File: src/tempo_synced_lfo_cutoff_core_defines.svh
// ----------------------------------------------------------------------------
// Tempo-synced LFO cutoff core: assertion macros
// Shared property shorthands. Each expects clk and arst_n in scope.
// ----------------------------------------------------------------------------
`ifndef TEMPO_SYNCED_LFO_CUTOFF_CORE_DEFINES_SVH
`define TEMPO_SYNCED_LFO_CUTOFF_CORE_DEFINES_SVH

// consequent must hold in the same cycle as the antecedent
`define TSLC_ASSERT_SAME(lbl, ante, cons, msg) \
	lbl: assert property (@(posedge clk) disable iff (!arst_n) (ante) |-> (cons)) \
		else $error(msg);

// consequent must hold in the cycle after the antecedent
`define TSLC_ASSERT_NEXT(lbl, ante, cons, msg) \
	lbl: assert property (@(posedge clk) disable iff (!arst_n) (ante) |=> (cons)) \
		else $error(msg);

`endif

File: src/tslc_pkg.sv
`timescale 1ns / 1ps
// ----------------------------------------------------------------------------
// Tempo-synced LFO cutoff package
// Types, codes, rate tables, modulo helpers and the sine table.
// ----------------------------------------------------------------------------
package tslc_pkg;

	// sequencer states
	typedef enum logic [2:0] {
		ST_IDLE,
		ST_SCALE,
		ST_PHASE,
		ST_DEPTH,
		ST_EMIT
	} state_t;

	// what the shared multiplier works on
	typedef enum logic [1:0] {
		OP_SCALE,
		OP_PHASE,
		OP_DEPTH
	} mul_op_t;

	// sequencer to datapath control
	typedef struct packed {
		logic    mul_en;
		mul_op_t op;
		logic    emit;
	} ctrl_t;

	// configuration register indexes
	localparam int CFG_IDX_W = 3;
	localparam int CFG_DATA_W = 7;
	localparam logic [CFG_IDX_W-1:0] REG_LFO_ENABLED = 3'd0;
	localparam logic [CFG_IDX_W-1:0] REG_BASE_CUTOFF = 3'd1;
	localparam logic [CFG_IDX_W-1:0] REG_WAVE_SHAPE  = 3'd2;
	localparam logic [CFG_IDX_W-1:0] REG_RATE_SELECT = 3'd3;
	localparam logic [CFG_IDX_W-1:0] REG_DEPTH       = 3'd4;

	// wave shape codes
	localparam logic [2:0] WAVE_SINE     = 3'd0;
	localparam logic [2:0] WAVE_TRIANGLE = 3'd1;
	localparam logic [2:0] WAVE_SAW_DOWN = 3'd2;
	localparam logic [2:0] WAVE_SQUARE   = 3'd3;

	// field widths
	localparam int BEAT_W    = 40;
	localparam int CUTOFF_W  = 7;
	localparam int DEPTH_W   = 7;
	localparam int SHAPE_W   = 3;
	localparam int RATE_W    = 4;
	localparam int PHASE_W   = 16;
	localparam int WAVE_W    = 17;
	localparam int NUM_W     = 4;
	localparam int DEN_W     = 5;
	localparam int KMOD_W    = 4;
	localparam int Y_W       = 20;
	localparam int RECIP_W   = 20;
	localparam int RECIP_SHIFT = 19;
	localparam int DPROD_W   = 24;
	localparam int MIX_W     = 25;

	localparam int RATE_ENTRIES = 16;

	// sine table
	localparam int SINE_DEPTH = 256;
	localparam int SINE_IDX_W = $clog2(SINE_DEPTH);
	localparam logic [63:0] Q30_PI = 64'd3373259426;

	typedef logic [WAVE_W-1:0] sine_rom_t [SINE_DEPTH];

	// period numerator by rate index
	function automatic logic [NUM_W-1:0] rate_num(input logic [RATE_W-1:0] r);
		logic [NUM_W-1:0] n;
		case (r)
			4'd5:    n = 4'd3;
			4'd6:    n = 4'd2;
			4'd8:    n = 4'd3;
			4'd9:    n = 4'd4;
			4'd10:   n = 4'd2;
			4'd11:   n = 4'd3;
			4'd12:   n = 4'd8;
			4'd13:   n = 4'd4;
			4'd14:   n = 4'd6;
			4'd15:   n = 4'd8;
			default: n = 4'd1;
		endcase
		return n;
	endfunction

	// period denominator by rate index
	function automatic logic [DEN_W-1:0] rate_den(input logic [RATE_W-1:0] r);
		logic [DEN_W-1:0] d;
		case (r)
			4'd0:    d = 5'd16;
			4'd1:    d = 5'd8;
			4'd2:    d = 5'd4;
			4'd3:    d = 5'd3;
			4'd4:    d = 5'd2;
			4'd5:    d = 5'd4;
			4'd6:    d = 5'd3;
			4'd8:    d = 5'd2;
			4'd9:    d = 5'd3;
			4'd12:   d = 5'd3;
			default: d = 5'd1;
		endcase
		return d;
	endfunction

	// reciprocal of the denominator in Q19; exact for divide by three below 2^19
	function automatic logic [RECIP_W-1:0] den_recip(input logic [DEN_W-1:0] d);
		logic [RECIP_W-1:0] rc;
		case (d)
			5'd2:    rc = 20'd262144;
			5'd3:    rc = 20'd174763;
			5'd4:    rc = 20'd131072;
			5'd8:    rc = 20'd65536;
			5'd16:   rc = 20'd32768;
			default: rc = 20'd524288;
		endcase
		return rc;
	endfunction

	// x mod 3 by digit sums in base four
	function automatic logic [1:0] mod3_32(input logic [31:0] x);
		logic [5:0] s1;
		logic [3:0] s2;
		logic [2:0] s3;
		s1 = '0;
		for (int d = 0; d < 16; d++) begin
			s1 = s1 + 6'(x[2*d +: 2]);
		end
		s2 = 4'(s1[1:0]) + 4'(s1[3:2]) + 4'(s1[5:4]);
		s3 = 3'(s2[1:0]) + 3'(s2[3:2]);
		return (s3 >= 3'd3) ? 2'(s3 - 3'd3) : s3[1:0];
	endfunction

	// q mod den for den in {1,2,3,4,8,16}
	function automatic logic [KMOD_W-1:0] mod_den(input logic [31:0] q,
			input logic [DEN_W-1:0] d);
		logic [DEN_W-1:0] dm1;
		dm1 = d - 5'd1;
		if (d == 5'd3) begin
			return {2'b00, mod3_32(q)};
		end
		return q[KMOD_W-1:0] & dm1[KMOD_W-1:0];
	endfunction

	// Q30 sine by nine Taylor terms, truncating products
	function automatic logic [63:0] sin_q30(input logic [63:0] x);
		logic [63:0] x2;
		logic [63:0] term;
		logic [63:0] acc;
		x2 = (x * x) >> 30;
		term = x;
		acc = x;
		for (int k = 1; k <= 8; k++) begin
			term = (term * x2) >> 30;
			case (k)
				1:       term = term / 64'd6;
				2:       term = term / 64'd20;
				3:       term = term / 64'd42;
				4:       term = term / 64'd72;
				5:       term = term / 64'd110;
				6:       term = term / 64'd156;
				7:       term = term / 64'd210;
				default: term = term / 64'd272;
			endcase
			if (k % 2 == 1) begin
				acc = (acc >= term) ? acc - term : 64'd0;
			end else begin
				acc = acc + term;
			end
		end
		return acc;
	endfunction

	// sin^2(pi*i/D) in Q1.16, built at elaboration
	function automatic sine_rom_t build_sine_rom();
		sine_rom_t rom;
		logic [63:0] j;
		logic [63:0] ang;
		logic [63:0] s;
		logic [63:0] sq;
		logic [63:0] v;
		for (int i = 0; i < SINE_DEPTH; i++) begin
			j = (i <= SINE_DEPTH - i) ? 64'(i) : 64'(SINE_DEPTH - i);
			ang = (Q30_PI * j + 64'(SINE_DEPTH / 2)) / SINE_DEPTH;
			s = sin_q30(ang);
			sq = (s * s) >> 30;
			v = (sq + 64'd8192) >> 14;
			rom[i] = (v > 64'd65536) ? 17'h10000 : v[WAVE_W-1:0];
		end
		return rom;
	endfunction

	localparam sine_rom_t SINE_ROM = build_sine_rom();

endpackage

File: src/tslc_seq.sv
`timescale 1ns / 1ps
// ----------------------------------------------------------------------------
// Sequencer
// Steps a modulated word through the three passes of the shared multiplier.
// ----------------------------------------------------------------------------
module tslc_seq (
	input  logic            clk,
	input  logic            arst_n,
	input  logic            in_fire,
	input  logic            lfo_en,
	input  logic            tempo_valid,
	input  logic            base_repeat,
	input  logic            out_free,
	output logic            ready,
	output tslc_pkg::ctrl_t ctrl
);
	import tslc_pkg::*;

	`include "tempo_synced_lfo_cutoff_core_defines.svh"

	state_t state_q;
	state_t state_nxt;

	// state register
	always_ff @(posedge clk or negedge arst_n) begin
		if (!arst_n) begin
			state_q <= ST_IDLE;
		end else begin
			state_q <= state_nxt;
		end
	end

	// next state
	always_comb begin
		state_nxt = state_q;
		case (state_q)
			ST_IDLE: begin
				if (in_fire) begin
					if (lfo_en) begin
						state_nxt = tempo_valid ? ST_SCALE : ST_IDLE;
					end else begin
						state_nxt = base_repeat ? ST_IDLE : ST_EMIT;
					end
				end
			end
			ST_SCALE: state_nxt = ST_PHASE;
			ST_PHASE: state_nxt = ST_DEPTH;
			ST_DEPTH: state_nxt = ST_EMIT;
			ST_EMIT: begin
				if (out_free) begin
					state_nxt = ST_IDLE;
				end
			end
			default: state_nxt = ST_IDLE;
		endcase
	end

	// outputs
	always_comb begin
		ready = 1'b0;
		ctrl.mul_en = 1'b0;
		ctrl.op = OP_SCALE;
		ctrl.emit = 1'b0;
		case (state_q)
			ST_IDLE:  ready = 1'b1;
			ST_SCALE: begin
				ctrl.mul_en = 1'b1;
				ctrl.op = OP_SCALE;
			end
			ST_PHASE: begin
				ctrl.mul_en = 1'b1;
				ctrl.op = OP_PHASE;
			end
			ST_DEPTH: begin
				ctrl.mul_en = 1'b1;
				ctrl.op = OP_DEPTH;
			end
			ST_EMIT:  ctrl.emit = out_free;
			default:  ready = 1'b0;
		endcase
	end

	`TSLC_ASSERT_NEXT(a_mod_start, in_fire && lfo_en && tempo_valid, state_q == ST_SCALE, "modulated word did not start the multiply passes")
	`TSLC_ASSERT_NEXT(a_depth_to_emit, state_q == ST_DEPTH, state_q == ST_EMIT, "depth pass not followed by emit")
	`TSLC_ASSERT_NEXT(a_emit_hold, state_q == ST_EMIT && !out_free, state_q == ST_EMIT, "result dropped while output busy")

endmodule

File: config.mk
export PLATFORM = sky130hd
export DESIGN_NAME = tslc_seq
export DESIGN_NICKNAME = d
export VERILOG_FILES = /design/src/tslc_pkg.sv /design/src/tslc_seq.sv
export VERILOG_INCLUDE_DIRS = /design/src /design/src/src
export SDC_FILE = /design/constraint.sdc
export NUM_CORES = 1
export LEC_CHECK = 0
export BUFFER_PORTS_ARGS = -buffer_cell sky130_fd_sc_hd__buf_4
export CAP_MARGIN = 10
export CORE_AREA = 2 2 39 41
export DETAILED_ROUTE_END_ITERATION = 10
export DIE_AREA = 0 0 41 43
export PLACE_DENSITY = 0.41
export SETUP_SLACK_MARGIN = 0.05
export SLEW_MARGIN = 30
export SYNTH_ARGS = -nofsm -noshare
export SYNTH_HDL_FRONTEND = slang
export SYNTH_SLANG_ARGS = --single-unit
File: constraint.sdc
create_clock -name clk -period 1.2 [get_ports clk]
set_input_delay 0.18 -clock clk [delete_from_list [all_inputs] [get_ports clk]]
set_output_delay 0.18 -clock clk [all_outputs]
set_load 0.01 [all_outputs]
; Word-level counts from Yosys, hierarchy flattened
; Index checks and enable logic that the tools add are counted.
[classes]
eq_ne = 6
n_mux = 9
reduce_logical = 2
[ops]
columns = op, count
row1 = $pmux 3 s5, 1
row2 = $mux 3, 4
row3 = $pmux 3 s3, 1
row4 = $eq 3x2->1 const B, 2
row5 = $ne 2x2->1 const B, 2
row6 = $eq 3x1->1 const B, 1
row7 = $eq 3x3->1 const B, 1
row8 = $logic_not 3->1, 1
row9 = $mux 1, 3
row10 = $reduce_and 2->1, 1
[totals]
register_bits = 3
in_bits = 7
output_inout_bits = 5
wordCells = 18

; Depth between registers and ports, before layout
[depth]
ltp_word = 4
depth_mapped = 3
depth_no_buf = 2

; Worst setup path before layout
; OpenSTA, ideal clock, no wires.
[synth_path]
kind = reg2reg
from = register state_q[0]
to = register state_q[2]
setup_time_ps = 65
arrival_time_ps = 1029
t_required_ps = 1135
path_slack_ps = 106
path_stages_with_launch = 4
n_path_buf = 1
period_less_slack_ps = 1094
path_cell_list = dfrtp_1 clkbuf_2 nor3_1 a211o_1
[synth_between]
elab_chain_len = 3
elab_cells_between_ends = 9
cone_classes = eq/ne: 6 / mux: 1 / reduce/logical: 2
[synth_rtl]
columns = item, line_no
row1 = from (decl), tslc_seq.sv:21  ; state_t state_q;
row2 = from (signal assigned), tslc_seq.sv:29  ; state_q <= state_nxt;
row3 = $eq 3x3->1 / $logic_not 3->1 (equally long branches), tslc_seq.sv:36  ; case (state_q)
row4 = $ne 2x2->1 (no line), --
row5 = $reduce_and 2->1 (no line), --
; Parallel ways exist; a longest one is shown, timed or not.
; A chain may end at the register's enable or synchronous reset.

==> impl_metrics.csv <==
group,metric,value,unit
run_status,outcome,"finished with violations",
run_status,failed_checks,"setup timing",
grt,grt_usage,8.157,%
critical_path,rrSetupSlack,0.02,ns
synthesis,synth_area,163.9,µm²
critical_path,worstSetupEndpoint,"ctrl[2]",
finish,reg_top3,"state_q (3)",
power,p_clk_share,17.6,%
clocking,cts_tree,"done",
grt,antenna_found_initial,0,
floorplanning,die_height,43,µm
power,ir_worst_vdd,0.9294,mV
sta,setup_tns,-0.1470,ns
critical_path,slowest_stage,"dfrtp_2",
floorplanning,start_util,11.84,%
critical_path,crit_path_start_kind,"register",
clocking,htreeDepth,1,
grt,grt_pass1_wl,890,µm
critical_path,path_buf_inv,1,
synthesis,synth_compound_area_share,9.160,%
synthesis,synthesis.instances,17,
drt,first_iter_violations,2,
drt,totalWireLength,588,µm
power,powerDensity,2637,nW/µm²
critical_path,cp_max_fo,7,
clocking,cts_root_buf,"clkbuf_4",
critical_path,reg2reg_depth,3,
worst_hold_path,hp-class,"in -> reg",
drt,vias,209,
finish,utilization,27.49,%
grt,grt_pass1_vias,224,
power,p_int,635.7,µW
grt,grt_max_degree,8,
placement,hpwl,328.7,µm
critical_path,crit_path_end_kind,"output port",
synthesis,synth_top_family_by_area,"simple AND/OR/NAND/NOR gates",
synthesis,synth_common_cells,"dfrtp_1, nor2_1, nor3_1, nor3b_1",
synthesis,muxShareOfSynthArea,0,%
critical_path,rr_startpoint,"state_q[0]",
grt,overflow,0,
critical_path,startpoint,"state_q[2]",
finish,regMostFlops,"state_q",
sta,slew_violations,0,
synthesis,synth-simple-area-share,36.64,%
drt,firstDrtPassIters,2,
synthesis,syn-num-nets,24,
synthesis,yosys_warnings,0,
sta,max_freq,793.9,MHz
grt,grt_use_met3,6.283,%
clocking,path_clk_slew,0.04,ns
placement,io_buffers,11,
power,p_sw_share,36.61,%
finish,largest_register_ffs,3,
critical_path,cp_top_family,"flip-flops",
critical_path,crit_required,1.02,ns
synthesis,synth_edf_count,0,
sta,finalWorstSetupSlack,-0.05965,ns
grt,met2_usage,12.19,%
worst_hold_path,whs_path_depth,3,
synthesis,synth-xor-area-share,5.344,%
synthesis,seq_area_frac_synth,45.80,%
drt,avgViaCountPerCell,3.870,
power,p_sw,367.2,µW
clocking,cts.sinks,3,
drt,drt-wirelength-per-cell,10.89,µm
sta,worst_pin_slew,0.2263,ns
floorplanning,rows,14,
synthesis,synth.distinct_cells,11,
sta,fin_crit_sh,105.0,%
finish,layout-drive-gt1-share,73.68,%
power,p_seq_share,27.0,%
floorplanning,ioPinCount,12,
grt,met1_usage,7.792,%
clocking,numCtsBuffers,3,
synthesis,synth.avg_cell_area,9.642,µm²
clocking,clk_latency,0.23,ns
flow_run,cap_violations,0,
clocking,clockBufferDepth,2,
critical_path,cp.depth,2,
grt,grt_busiest_layer,"met2",
critical_path,cp.arrival,1.08,ns
finish,area_growth,132.1,%
placement,gp_congestion,0.6478,
critical_path,r2r_end,"state_q[2]",
sta,slew_headroom,84.88,%
sta,finalSetupViolations,3,
synthesis,async_flop_share,100.0,%
synthesis,synthAdderAreaFrac,0,%
sta,rsz0062_at_grt,"yes",
power,p_leak,0.0001846,µW
drt,drc_errors,0,
synthesis,synth_ff_type,"dfrtp_1",
floorplanning,die_x,41,µm
power,p_comb_share,55.4,%
critical_path,max_stage_delay,0.45,ns
finish,fin_nets,46,
sta,period_minus_slack,1.260,ns
sta,skew,0.0009300,ns
finish,diodes,0,
synthesis,netlist.area_leader.share,45.80,%
critical_path,cp_cell_sequence,"and3b_2 > buf_6",
synthesis,synth_area_leaders,"dfrtp_1, nor3b_1, nor2_1, nor3_1, a211o_1",
floorplanning,die-area,1763,µm²
drt,ant_nets,0,
sta,hold_viol,0,
synthesis,yosys.area.top_type,"dfrtp_1",
power,finalPower,1003,µW
floorplanning,core,1384,µm²
synthesis,ys_ff_latch,3,
critical_path,critPathKind,"reg -> out",
-- what timing repair did --
item,in CTS,in global routing
pin swaps,4,1
gates resized for setup,6,5
hold buffers,1,0
endpoints found under the setup margin,5,6
hold endpoints to repair,3,0
setup buffers,5,1
-- kinds of logic after synthesis --
family | count (synthesis)
AOI/OAI and AO/OA | 2
xor gates and xnor gates | 1
buffers and inverters | 1
DFF | 3
and+or+nand+nor | 10
-- routing by layer --
metal  vias to the layer above  share of wire [%]
met4                         0                  0
li1                        103                  -
met5                         -                  0
met1                        98                 40
met2                         8                 52
met3                         0                7.5
-- worst register-to-register path, delay by kind of cell (launching register included) --
| kind | cells | cell delay (ns) |
|---|---|---|
| simple gates | 1 | 0.26 |
| compound gates | 1 | 0.23 |
| flops | 1 | 0.45 |
| buf+inv | 1 | 0.11 |
-- worst min path at each step --
stage	from	end	slack, ns
finish	tempo_valid	state_q[0]	0.27
global route	tempo_valid	state_q[0]	0.27
CTS	arst_n	state_q[1]	0.26
detailed placement	arst_n	state_q[1]	-0.03
global placement	arst_n	state_q[1]	-0.03
floorplan	arst_n	state_q[0]	-0.12
-- stage by stage --
| step | hold slack (ns) | std cells | setup WS (ns) | area (µm²) |
|---|---|---|---|---|
| global placement | -0.03018 | 43 | 0.1672 | 261.5 |
| global route | 0.2658 | 54 | -0.1076 | 380.4 |
| detailed placement | -0.02910 | 43 | 0.1358 | 261.5 |
| finish | 0.2731 | 54 | -0.05965 | 380.4 |
| floorplan | -0.1156 | 17 | 0.1057 | 163.9 |
| CTS | 0.2563 | 53 | -0.05055 | 351.6 |
-- cells in the final DEF (no fill, tap or decap) --
cell type	netlist	layout
a211o_1	1	1
a31oi_1	1	1
and3_1	1	1
and3b_2	0	1
buf_4	0	15
buf_6	0	2
clkbuf_1	0	1
clkbuf_4	0	3
dfrtp_2	0	3
dlygate4sd3_1	0	1
nor2_1	3	2
nor2_2	0	1
nor3_1	2	1
nor3_4	0	1
nor3b_1	2	1
nor3b_2	0	1
nor4b_2	0	1
xnor2_1	1	1
-- power groups by stage --
stage | clock (µW) | sequential, µW | combinational, µW
after floorplan | 0 | 199 | 220
after global placement | 0 | 237 | 351
after detailed placement | 0 | 237 | 350
after CTS | 188 | 252 | 487
after global routing | 202 | 283 | 594
final | 177 | 271 | 555
-- cell type report --
class                      instances  area, µm²
multi-input combinational         13      110.1
sequential                         3      78.83
clock buffer                       4      26.28
tap                               16      20.02
fill                             146       1003
timing repair buffer              18      145.1
Power figures use the tool's default switching activity.
