## src/tempo_synced_lfo_cutoff_core_defines.svh

```systemverilog
// ----------------------------------------------------------------------------
// Tempo-synced LFO cutoff core: assertion macros
// Shared property shorthands. Each expects clk and arst_n in scope.
// ----------------------------------------------------------------------------
`ifndef TEMPO_SYNCED_LFO_CUTOFF_CORE_DEFINES_SVH
`define TEMPO_SYNCED_LFO_CUTOFF_CORE_DEFINES_SVH

// consequent must hold in the same cycle as the antecedent
`define TSLC_ASSERT_SAME(lbl, ante, cons, msg) \
	lbl: assert property (@(posedge clk) disable iff (!arst_n) (ante) |-> (cons)) \
		else $error(msg);

// consequent must hold in the cycle after the antecedent
`define TSLC_ASSERT_NEXT(lbl, ante, cons, msg) \
	lbl: assert property (@(posedge clk) disable iff (!arst_n) (ante) |=> (cons)) \
		else $error(msg);

`endif

```

## src/tslc_mul.sv

```systemverilog
`timescale 1ns / 1ps
// ----------------------------------------------------------------------------
// Shared multiplier
// Signed multiply with a registered product, loaded when enabled.
// ----------------------------------------------------------------------------
module tslc_mul #(
	parameter int A_W = 21,
	parameter int B_W = 21
) (
	input  logic                     clk,
	input  logic                     en,
	input  logic signed [A_W-1:0]    a,
	input  logic signed [B_W-1:0]    b,
	output logic signed [A_W+B_W-1:0] prod_q
);

	// product register; payload only, no reset
	always_ff @(posedge clk) begin
		if (en) begin
			prod_q <= a * b;
		end
	end

endmodule

```

## config.mk

```make
export PLATFORM = sky130hd
export DESIGN_NAME = tslc_mul
export DESIGN_NICKNAME = d
export VERILOG_FILES = /design/src/tempo_synced_lfo_cutoff_core_defines.svh /design/src/tslc_mul.sv
export SDC_FILE = /design/constraint.sdc
export NUM_CORES = 1
export LEC_CHECK = 0
export ABC_AREA = 1
export BUFFER_PORTS_ARGS = -buffer_cell sky130_fd_sc_hd__buf_2
export CORE_MARGIN = 2
export CORE_UTILIZATION = 65
export CTS_BUF_LIST = sky130_fd_sc_hd__clkbuf_8
export DETAILED_ROUTE_END_ITERATION = 12
export PLACE_DENSITY = 0.84
export SLEW_MARGIN = 0
export SYNTH_ARGS = -nofsm -noshare
export SYNTH_HDL_FRONTEND = slang
export SYNTH_SLANG_ARGS = --single-unit
```

## constraint.sdc

```tcl
create_clock -name clk -period 8.05 [get_ports clk]
set_input_delay 0.805 -clock clk [delete_from_list [all_inputs] [get_ports clk]]
set_output_delay 0.805 -clock clk [all_outputs]
set_load 0.01 [all_outputs]
```

Word level (Yosys, flattened, before mapping)
Cells that the tools add are included.

Multipliers: 1.

Operators with widths (count): 21-bit by 21-bit multiplier with 42-bit output (1).

Bits in registers: 42.

Depth between registers and ports, before layout
Gate-level depths: netlist (run 1).

Word-level depth: 1. Depth in mapped cells: 29.

Worst setup path before layout (run 1)
No wires, ideal clock.

Path type: input to register. Start point: input a[20]. End point: register prod_q[40] (data pin). Arrival time: 6.567 ns. Data required time: 7.797 ns. Path slack: 1.231 ns. Stages: 23. Cell sequence: clkbuf_1 > nand2_1 > fa_1 > inv_1 > fa_1 > fa_1 > inv_1 > fa_1 > inv_1 > fa_1 > fa_1 > inv_1 > fa_1 > inv_1 > ha_1 > nand2_1 > inv_1 > a21boi_0 > nand2_1 > a21oi_1 > nand3_1 > nand2_1 > nand2_1.

Cells in the longest elaborated chain, start to end: 1.

RTL lines: start, declared (line tslc_mul.sv:12) `input logic signed [A_W-1:0] a,`; 21-bit by 21-bit multiplier with 42-bit output (line tslc_mul.sv:20) `prod_q <= a * b;`; end signal, assigned (line tslc_mul.sv:20); end, declared (line tslc_mul.sv:14) `output logic signed [A_W+B_W-1:0] prod_q`.

No other way between the ends. A chain may end at the register's enable or synchronous reset.

Worst setup path in the final report (run 1)
Start point: input b[4]. End point: register prod_q[35] (data pin).

Cells in the longest elaborated chain, start to end: 1.

RTL lines: start, declared (line tslc_mul.sv:13) `input logic signed [B_W-1:0] b,`; 21-bit by 21-bit multiplier with 42-bit output (line tslc_mul.sv:20).

No other way between the ends.

==> flow_metrics.py, run 1 <==
metrics = {
    "timing": {
        "setup_slack_ns": 0.9019,
        "setup_tns_ns": 0,
        "max_freq_ghz": 0.1399,
        "max_slew_margin": 0.3452,
        "finalCriticalPeriod_ns": 7.148,
        "post-route-period-util": 0.8880,
        "finalHoldViolations": 0,
        "rsz0062_at_grt": "no",
        "drv_slew": 0,
        "hold_slack_ns": 1.113,
        "final-setup-viol-count": 0,
        "tightestPinTransition_ns": 0.9821,
    },
    "finish": {
        "final_nets": 3058,
        "fillerInstances": 2296,
        "largestRegisters": "prod_q x42",
        "drive_above_1_share": 0.06503,
        "synthToLayoutAreaGrowth_pct": 3.904,
        "regMostFlops": "prod_q",
        "largest_register_ffs": 42,
    },
    "die": {
        "rows": 62,
        "die_h_um": 175.9,
        "start_util": 0.6653,
        "ios": 86,
        "core_region_area_sq_um": 28860,
        "die_w_um": 175.9,
        "dieArea_sq_um": 30930,
    },
    "synth": {
        "syn_area_sq_um": 19200,
        "synth_xor_area_frac": 0.01004,
        "ys_seq_elements": 42,
        "syn-num-nets": 3044,
        "synth_warnings": 0,
        "synth.avg_cell_area_sq_um": 7.901,
        "yosys.area_share.simple": 0.1790,
        "postSynthCellCount": 2430,
        "synth_top_family_by_area": "adder cells",
        "synth_cell_types": 35,
        "yosysSeqAreaShare": 0.06569,
        "synth.mux.area_fraction": 0,
        "synth_compound_area_frac": 0.01857,
        "synth_top_cell_by_area": "fa_1",
        "ys_top_cells_by_area": "fa_1, inv_1, nand2_1, ha_1, edfxtp_1",
        "synth.top_cell.area_share": 0.4786,
        "yosys.area_share.adder": 0.5510,
    },
    "grt": {
        "grt_antenna_before_repair": 3,
        "grt_use_total": 0.3279,
        "grt_start_max_net_pins": 43,
        "grt_pass1_vias": 16527,
        "grt_pass1_wl_um": 79460,
        "grt-ovfl-total": 0,
    },
    "placement": {
        "dpl.hpwl_um": 39950,
        "place_ws_ns": 0.5890,
        "gp_congestion": 0.9709,
        "portBuffers": 85,
    },
    "worst_setup_path": {
        "critPathKind": "primary input to flip-flop",
        "cp.required_ns": 8.14,
        "critPathMaxStageDelay_ns": 0.89,
        "cp_max_fo": 21,
        "critPathLaunchType": "primary input",
        "end_kind": "flip-flop",
        "crit_family": "adder cells",
        "arrival_ns": 7.24,
        "path_buf_inv": 7,
        "crit_slowest_cell": "fa_1",
        "crit_chain": "buf_2, nand2_1, fa_1, inv_1, fa_1, fa_1, inv_1, fa_1, inv_1, fa_1, fa_1, inv_1, fa_1, inv_1, ha_1, nand2_1, nor2_1, inv_1, nor3_1, nand3_1, nand3_1, nand2_1",
        "crit_path_frequent_cell": "fa_1",
    },
    "route": {
        "drt_iter0_drc": 1099,
        "drtPass1Iterations": 5,
        "routed_wirelength_um": 46450,
        "postRouteAntennaNets": 0,
        "num_vias": 14815,
        "viasPerCell": 5.231,
        "drt-wirelength-per-cell_um": 16.40,
        "drcViolationCount": 0,
    },
    "clocking": {
        "clk_pin_slew_ns": 0.09,
        "cts_buffers": 5,
        "cts_root_buf": "clkbuf_8",
        "tritoncts": "yes",
        "ctsResizeCount": 0,
        "cts_setup_buffers": 0,
        "ctsHoldBuffers": 0,
        "cts_max_path_buffers": 2,
        "htreeDepth": 2,
        "cts_sinks": 42,
    },
    "job": {
        "cap_violations": 0,
    },
    "hold_path": {
        "holdPathEnd": "prod_q[0]",
        "hold_start": "b[0]",
        "min_path_cells": 4,
        "hp-class": "primary input to flip-flop",
    },
    "run_status": {
        "status": "complete, no violations",
    },
}
==> cell usage after synthesis, drive strengths merged <==
cell type,number
nor2,88
nand3b,2
o211ai,1
clkbuf,84
inv,814
nor3,5
clkinv,1
a21boi,2
nand2,676
o21bai,7
a21o,2
and2,1
xnor2,2
nand4,8
nand3,48
xor2,20
a21oi,33
edfxtp,42
o21ai,17
or2,7
fa,459
ha,111
==> per-stage QoR <==
step                      cell area (sq um)    util  std cells
after floorplan                       19200       -       2430
after global placement                19830  0.6873       2821
after detailed placement              19830  0.6873       2821
after CTS                             19940  0.6910       2829
after global routing                  19940  0.6911       2830
final                                 19950  0.6913       2832
==> placed cells by master, fill, tap and decap left out, types with 20 or more instances in the layout <==
| cell type | instances |
|---|---|
| xor2_1 | 20 |
| a21oi_1 | 32 |
| ha_1 | 111 |
| buf_2 | 85 |
| nand3_1 | 37 |
| nor2_1 | 73 |
| edfxtp_1 | 42 |
| fa_1 | 459 |
| nand2_1 | 659 |
| inv_1 | 810 |
==> worst max path at each step <==
stage	start	end	slack [ns]	depth (start not counted)
5_1_grt	b[4]	prod_q[40]	0.47	23
4_1_cts	b[4]	prod_q[35]	0.93	22
3_5_place_dp	b[4]	prod_q[40]	0.59	23
6_report	b[4]	prod_q[35]	0.90	22
3_3_place_gp	b[4]	prod_q[40]	0.74	22
2_1_floorplan	a[20]	prod_q[40]	1.23	23
==> cells by family after synthesis <==
kind of cell | Yosys count
and+or+nand+nor | 835
adders and majority gates | 570
AOI/OAI and AO/OA | 62
buffers and inverters | 899
xor gates and xnor gates | 22
DFF | 42
==> layout make-up <==
cell class / count / area [sq um] / area share
Inverter: 815 / 3059 / 0.1534
Tap cell: 384 / 480.5 / 0.02409
Antenna cell: 3 / 7.507 / 0.0003763
Clock buffer: 5 / 68.82 / 0.003450
Clock inverter: 3 / 37.54 / 0.001882
Timing Repair Buffer: 91 / 470.5 / 0.02358
Sequential cell: 42 / 1261 / 0.06323
Multi-Input combinational cell: 1489 / 14560 / 0.7300
==> routing by layer <==
layer / routed length [um] / up-vias / part of all wire / track usage
met5: 0 / - / 0 / 0
met3: 3027 / 126 / 0.065 / 0.03442
li1: - / 6742 / - / -
met1: 17500 / 7336 / 0.38 / 0.4041
met4: 1649 / 0 / 0.036 / 0.1164
met2: 24270 / 611 / 0.52 / 0.6007
Power of run 1 is left out: the tool's default activity adds up to more than one toggle a clock period on the data nets, which glitch-free logic cannot reach.
==> inputs of run 2 (changes only) <==
--- a/config.mk
+++ b/config.mk
@@ -8,10 +8,10 @@
 export ABC_AREA = 1
 export BUFFER_PORTS_ARGS = -buffer_cell sky130_fd_sc_hd__buf_2
 export CORE_MARGIN = 2
-export CORE_UTILIZATION = 65
+export CORE_UTILIZATION = 50
 export CTS_BUF_LIST = sky130_fd_sc_hd__clkbuf_8
 export DETAILED_ROUTE_END_ITERATION = 12
-export PLACE_DENSITY = 0.84
+export PLACE_DENSITY = 0.67
 export SLEW_MARGIN = 0
 export SYNTH_ARGS = -nofsm -noshare
 export SYNTH_HDL_FRONTEND = slang
==> flow_metrics.py, run 2 (synthesis gave the netlist of run 1 again) <==
metrics = {
    "run_status": {
        "status": "complete, no violations",
    },
    "finish": {
        "final_cell_mix": "inv_1, nand2_1, fa_1, ha_1, buf_2",
        "regArea_sq_um": 1261,
        "fillerInstances": 3632,
        "synthToLayoutAreaGrowth_pct": 4.536,
        "largest_register_ffs": 42,
        "drive_above_1_share": 0.06508,
        "largestRegisters": "prod_q x42",
        "final_nets": 3057,
        "multiInputGateArea_sq_um": 14560,
        "mostFrequentLayoutCell": "inv_1",
        "regMostFlops": "prod_q",
    },
    "route": {
        "drtPass1Iterations": 6,
        "drt_iter0_drc": 751,
        "drt-wirelength-per-cell_um": 15.49,
        "postRouteAntennaNets": 0,
        "num_vias": 14471,
        "drcViolationCount": 0,
        "viasPerCell": 4.895,
        "routed_wirelength_um": 45800,
    },
    "timing": {
        "post-route-period-util": 0.8778,
        "setup_tns_ns": 0,
        "finalHoldViolations": 0,
        "max_slew_margin": 0.3263,
        "final-setup-viol-count": 0,
        "max_freq_ghz": 0.1415,
        "finalCriticalPeriod_ns": 7.066,
        "rsz0062_at_grt": "no",
        "tightestPinTransition_ns": 1.010,
        "drv_slew": 0,
    },
    "worst_setup_path": {
        "cp.required_ns": 8.14,
        "critPathKind": "primary input to flip-flop",
        "crit_cells": 22,
        "crit_chain": "buf_2, nand2_1, fa_1, inv_1, fa_1, fa_1, inv_1, fa_1, inv_1, fa_1, fa_1, inv_1, fa_1, inv_1, ha_1, a21oi_1, a21boi_0, nand2_1, a21oi_1, nand3_1, nand2_1, nand2_1",
        "end_kind": "flip-flop",
        "path_buf_inv": 6,
        "critPathMaxStageDelay_ns": 0.91,
        "crit_path_frequent_cell": "fa_1",
        "critPathLaunchType": "primary input",
        "arrival_ns": 7.16,
        "crit_slowest_cell": "fa_1",
        "crit_family": "adder cells",
        "cp_max_fo": 21,
    },
    "grt": {
        "grt_pass1_wl_um": 79280,
        "grt_pass1_vias": 16073,
        "grt_use_total": 0.2527,
        "grt_start_max_net_pins": 43,
        "grt-ovfl-total": 0,
        "grt_antenna_before_repair": 2,
    },
    "placement": {
        "gp_congestion": 0.9091,
        "portBuffers": 85,
        "dpl.hpwl_um": 40390,
    },
    "die": {
        "core_region_area_sq_um": 37760,
        "rows": 71,
        "start_util": 0.5085,
        "dieArea_sq_um": 39980,
        "die_w_um": 200.0,
        "die_h_um": 200.0,
        "ios": 86,
    },
    "job": {
        "cap_violations": 0,
    },
    "clocking": {
        "cts_buffers": 5,
        "ctsResizeCount": 0,
        "cts_max_path_buffers": 2,
        "cts_sinks": 42,
        "clk_pin_slew_ns": 0.10,
        "ctsHoldBuffers": 0,
        "cts_setup_buffers": 0,
        "tritoncts": "yes",
        "htreeDepth": 2,
        "cts_root_buf": "clkbuf_8",
    },
    "hold_path": {
        "min_path_cells": 3,
        "hp-class": "primary input to flip-flop",
    },
}
==> run 2: cell types whose count changed in the layout (fill, tap and decap cells not counted), sizes merged <==
cell | previous run | this run
bufinv | 1 | 0
buf | 91 | 90
diode | 3 | 2
clkinv | 1 | 3
inv | 816 | 814
==> run 2: worst paths after layout <==
kind	startpoint	to	slack (ns)
worst max-delay path	b[4]	prod_q[40]	0.98
worst min-delay path	b[0]	prod_q[0]	1.05
==> run 2: per-stage QoR <==
step	cell area (sq um)	cells	hold slack, ns	worst slack (ns)	utilization
after floorplan	19200	2430	0.9175	1.231	-
after global placement	19990	2947	1.214	0.7256	0.5293
after detailed placement	19990	2947	1.215	0.6105	0.5293
after CTS	20060	2954	1.037	0.9475	0.5314
after global routing	20070	2956	1.096	0.4700	0.5316
final	20070	2956	1.045	0.9838	0.5316
==> run 2: area by class of cell <==
cell class | count | share of cell area
timing repair buffer | 90 | 0.02307
clock inverter | 2 | 0.0004988
multi-input combinational | 1489 | 0.7256
inverter | 815 | 0.1524
antenna | 2 | 0.0002494
tap | 511 | 0.03186
sequential | 42 | 0.06284
clock buffer | 5 | 0.003429
==> run 2: per-layer routing <==
metal,track usage,vias up,wire length [um]
met1,0.3129,7322,18490
met4,0.06557,0,1156
li1,-,6736,-
met3,0.01764,79,1721
met2,0.4772,334,24430
met5,0,-,0
Power of run 2 is left out for the same reason.
==> inputs of run 3 (changes only) <==
--- a/config.mk
+++ b/config.mk
@@ -6,7 +6,7 @@
 export NUM_CORES = 1
 export LEC_CHECK = 0
 export ABC_AREA = 1
-export BUFFER_PORTS_ARGS = -buffer_cell sky130_fd_sc_hd__buf_2
+export BUFFER_PORTS_ARGS = -buffer_cell sky130_fd_sc_hd__buf_4
 export CORE_MARGIN = 2
 export CORE_UTILIZATION = 50
 export CTS_BUF_LIST = sky130_fd_sc_hd__clkbuf_8
==> flow_metrics.py, run 3 (synthesis gave the netlist of run 1 again) <==
metrics = {
    "die": {
        "rows": 71,
        "ios": 86,
        "start_util": 0.5085,
        "die_h_um": 200.0,
        "core_region_area_sq_um": 37760,
        "dieArea_sq_um": 39980,
        "die_w_um": 200.0,
    },
    "finish": {
        "largest_register_ffs": 42,
        "final_cell_mix": "inv_1, nand2_1, fa_1, ha_1, buf_4",
        "regMostFlops": "prod_q",
        "fin_util": 0.5363,
        "drive_above_1_share": 0.06273,
        "final_nets": 3053,
        "mostFrequentLayoutCell": "inv_1",
        "fillerInstances": 3622,
        "synthToLayoutAreaGrowth_pct": 5.461,
        "fin_area_sq_um": 20250,
        "largestRegisters": "prod_q x42",
    },
    "timing": {
        "finalCriticalPeriod_ns": 6.918,
        "max_slew_margin": 0.5383,
        "post-route-period-util": 0.8593,
        "setup_tns_ns": 0,
        "finalHoldViolations": 0,
        "rsz0062_at_grt": "no",
        "max_freq_ghz": 0.1446,
        "final-setup-viol-count": 0,
        "drv_slew": 0,
        "tightestPinTransition_ns": 0.6917,
        "setup_slack_ns": 1.132,
    },
    "route": {
        "drt_iter0_drc": 796,
        "drtPass1Iterations": 6,
        "viasPerCell": 4.879,
        "postRouteAntennaNets": 0,
        "drcViolationCount": 0,
        "num_vias": 14397,
        "drt-wirelength-per-cell_um": 15.38,
        "routed_wirelength_um": 45390,
    },
    "grt": {
        "grt_use_total": 0.2512,
        "grt_antenna_before_repair": 1,
        "grt_pass1_vias": 16032,
        "grt_pass1_wl_um": 78780,
        "grt_start_max_net_pins": 43,
        "grt-ovfl-total": 0,
    },
    "worst_setup_path": {
        "critPathLaunchType": "primary input",
        "worstSetupStartpoint": "b[4]",
        "end_kind": "flip-flop",
        "critical_path.endpoint": "prod_q[40]",
        "cp_max_fo": 21,
        "arrival_ns": 7.00,
        "cp.required_ns": 8.13,
        "critPathKind": "primary input to flip-flop",
    },
    "clocking": {
        "htreeDepth": 2,
        "cts_buffers": 5,
        "cts_root_buf": "clkbuf_8",
        "clk_pin_slew_ns": 0.10,
        "cts_sinks": 42,
        "cts_setup_buffers": 0,
        "ctsResizeCount": 0,
        "ctsHoldBuffers": 0,
        "cts_max_path_buffers": 2,
        "tritoncts": "yes",
    },
    "job": {
        "cap_violations": 0,
    },
    "placement": {
        "place_ws_ns": 0.7581,
        "gp_congestion": 0.8926,
        "portBuffers": 85,
        "dpl.hpwl_um": 40050,
        "postPlaceCellArea_sq_um": 20170,
    },
    "run_status": {
        "status": "complete, no violations",
    },
    "hold_path": {
        "hp-class": "primary input to flip-flop",
    },
}
[run 3: layout make-up]
cell class | instances | area (sq um) | share of cell area
inverters | 815 | 3059 | 0.1511
clock inverters | 2 | 7.507 | 0.0003708
well taps | 511 | 639.4 | 0.03158
repair buffers | 86 | 645.6 | 0.03189
flip-flops and latches | 42 | 1261 | 0.06229
diodes | 1 | 2.502 | 0.0001236
multi-input cells | 1489 | 14560 | 0.7193
clock buffers | 5 | 68.82 | 0.003399
[run 3: layer usage]
metal  part of all wire  global-route usage  routed length, um  up-vias
met5                  0                   0                  0        -
met4              0.020             0.05240                916        0
met3              0.043             0.02302               1969       64
met2               0.54              0.4771              24330      337
met1               0.40              0.3106              18170     7283
li1                   -                   -                  -     6713
[run 3: metrics by stage]
| stage | hold slack (ns) | instances |
|---|---|---|
| 2_1_floorplan | 0.9175 | 2430 |
| 3_3_place_gp | 1.215 | 2943 |
| 3_5_place_dp | 1.212 | 2943 |
| 4_1_cts | 0.9584 | 2950 |
| 5_1_grt | 0.9710 | 2951 |
| 6_report | 0.9628 | 2951 |
[run 3: worst min path at each step]
stage | start | endpoint | slack [ns] | cells after the start
after floorplan | en | prod_q[0] | 0.92 | 0
after global placement | prod_q[18] | prod_q[18] | 1.21 | 1
after detailed placement | prod_q[18] | prod_q[18] | 1.21 | 1
after CTS | b[0] | prod_q[0] | 0.96 | 3
after global routing | b[0] | prod_q[0] | 0.97 | 3
final | b[0] | prod_q[0] | 0.96 | 3
[run 3: worst max-delay path, cell delays in order]
cell,delay [ns]
buf_4,0.22
nand2_1,0.16
fa_1,0.61
inv_1,0.13
fa_1,0.55
fa_1,0.90
inv_1,0.18
fa_1,0.51
inv_1,0.05
fa_1,0.43
fa_1,0.51
inv_1,0.05
fa_1,0.50
inv_1,0.04
ha_1,0.34
a21oi_1,0.19
a21boi_0,0.27
nand2_1,0.13
a21oi_1,0.20
nand3_1,0.10
nand2_1,0.06
nand2_1,0.04
Power of run 3 is left out for the same reason.
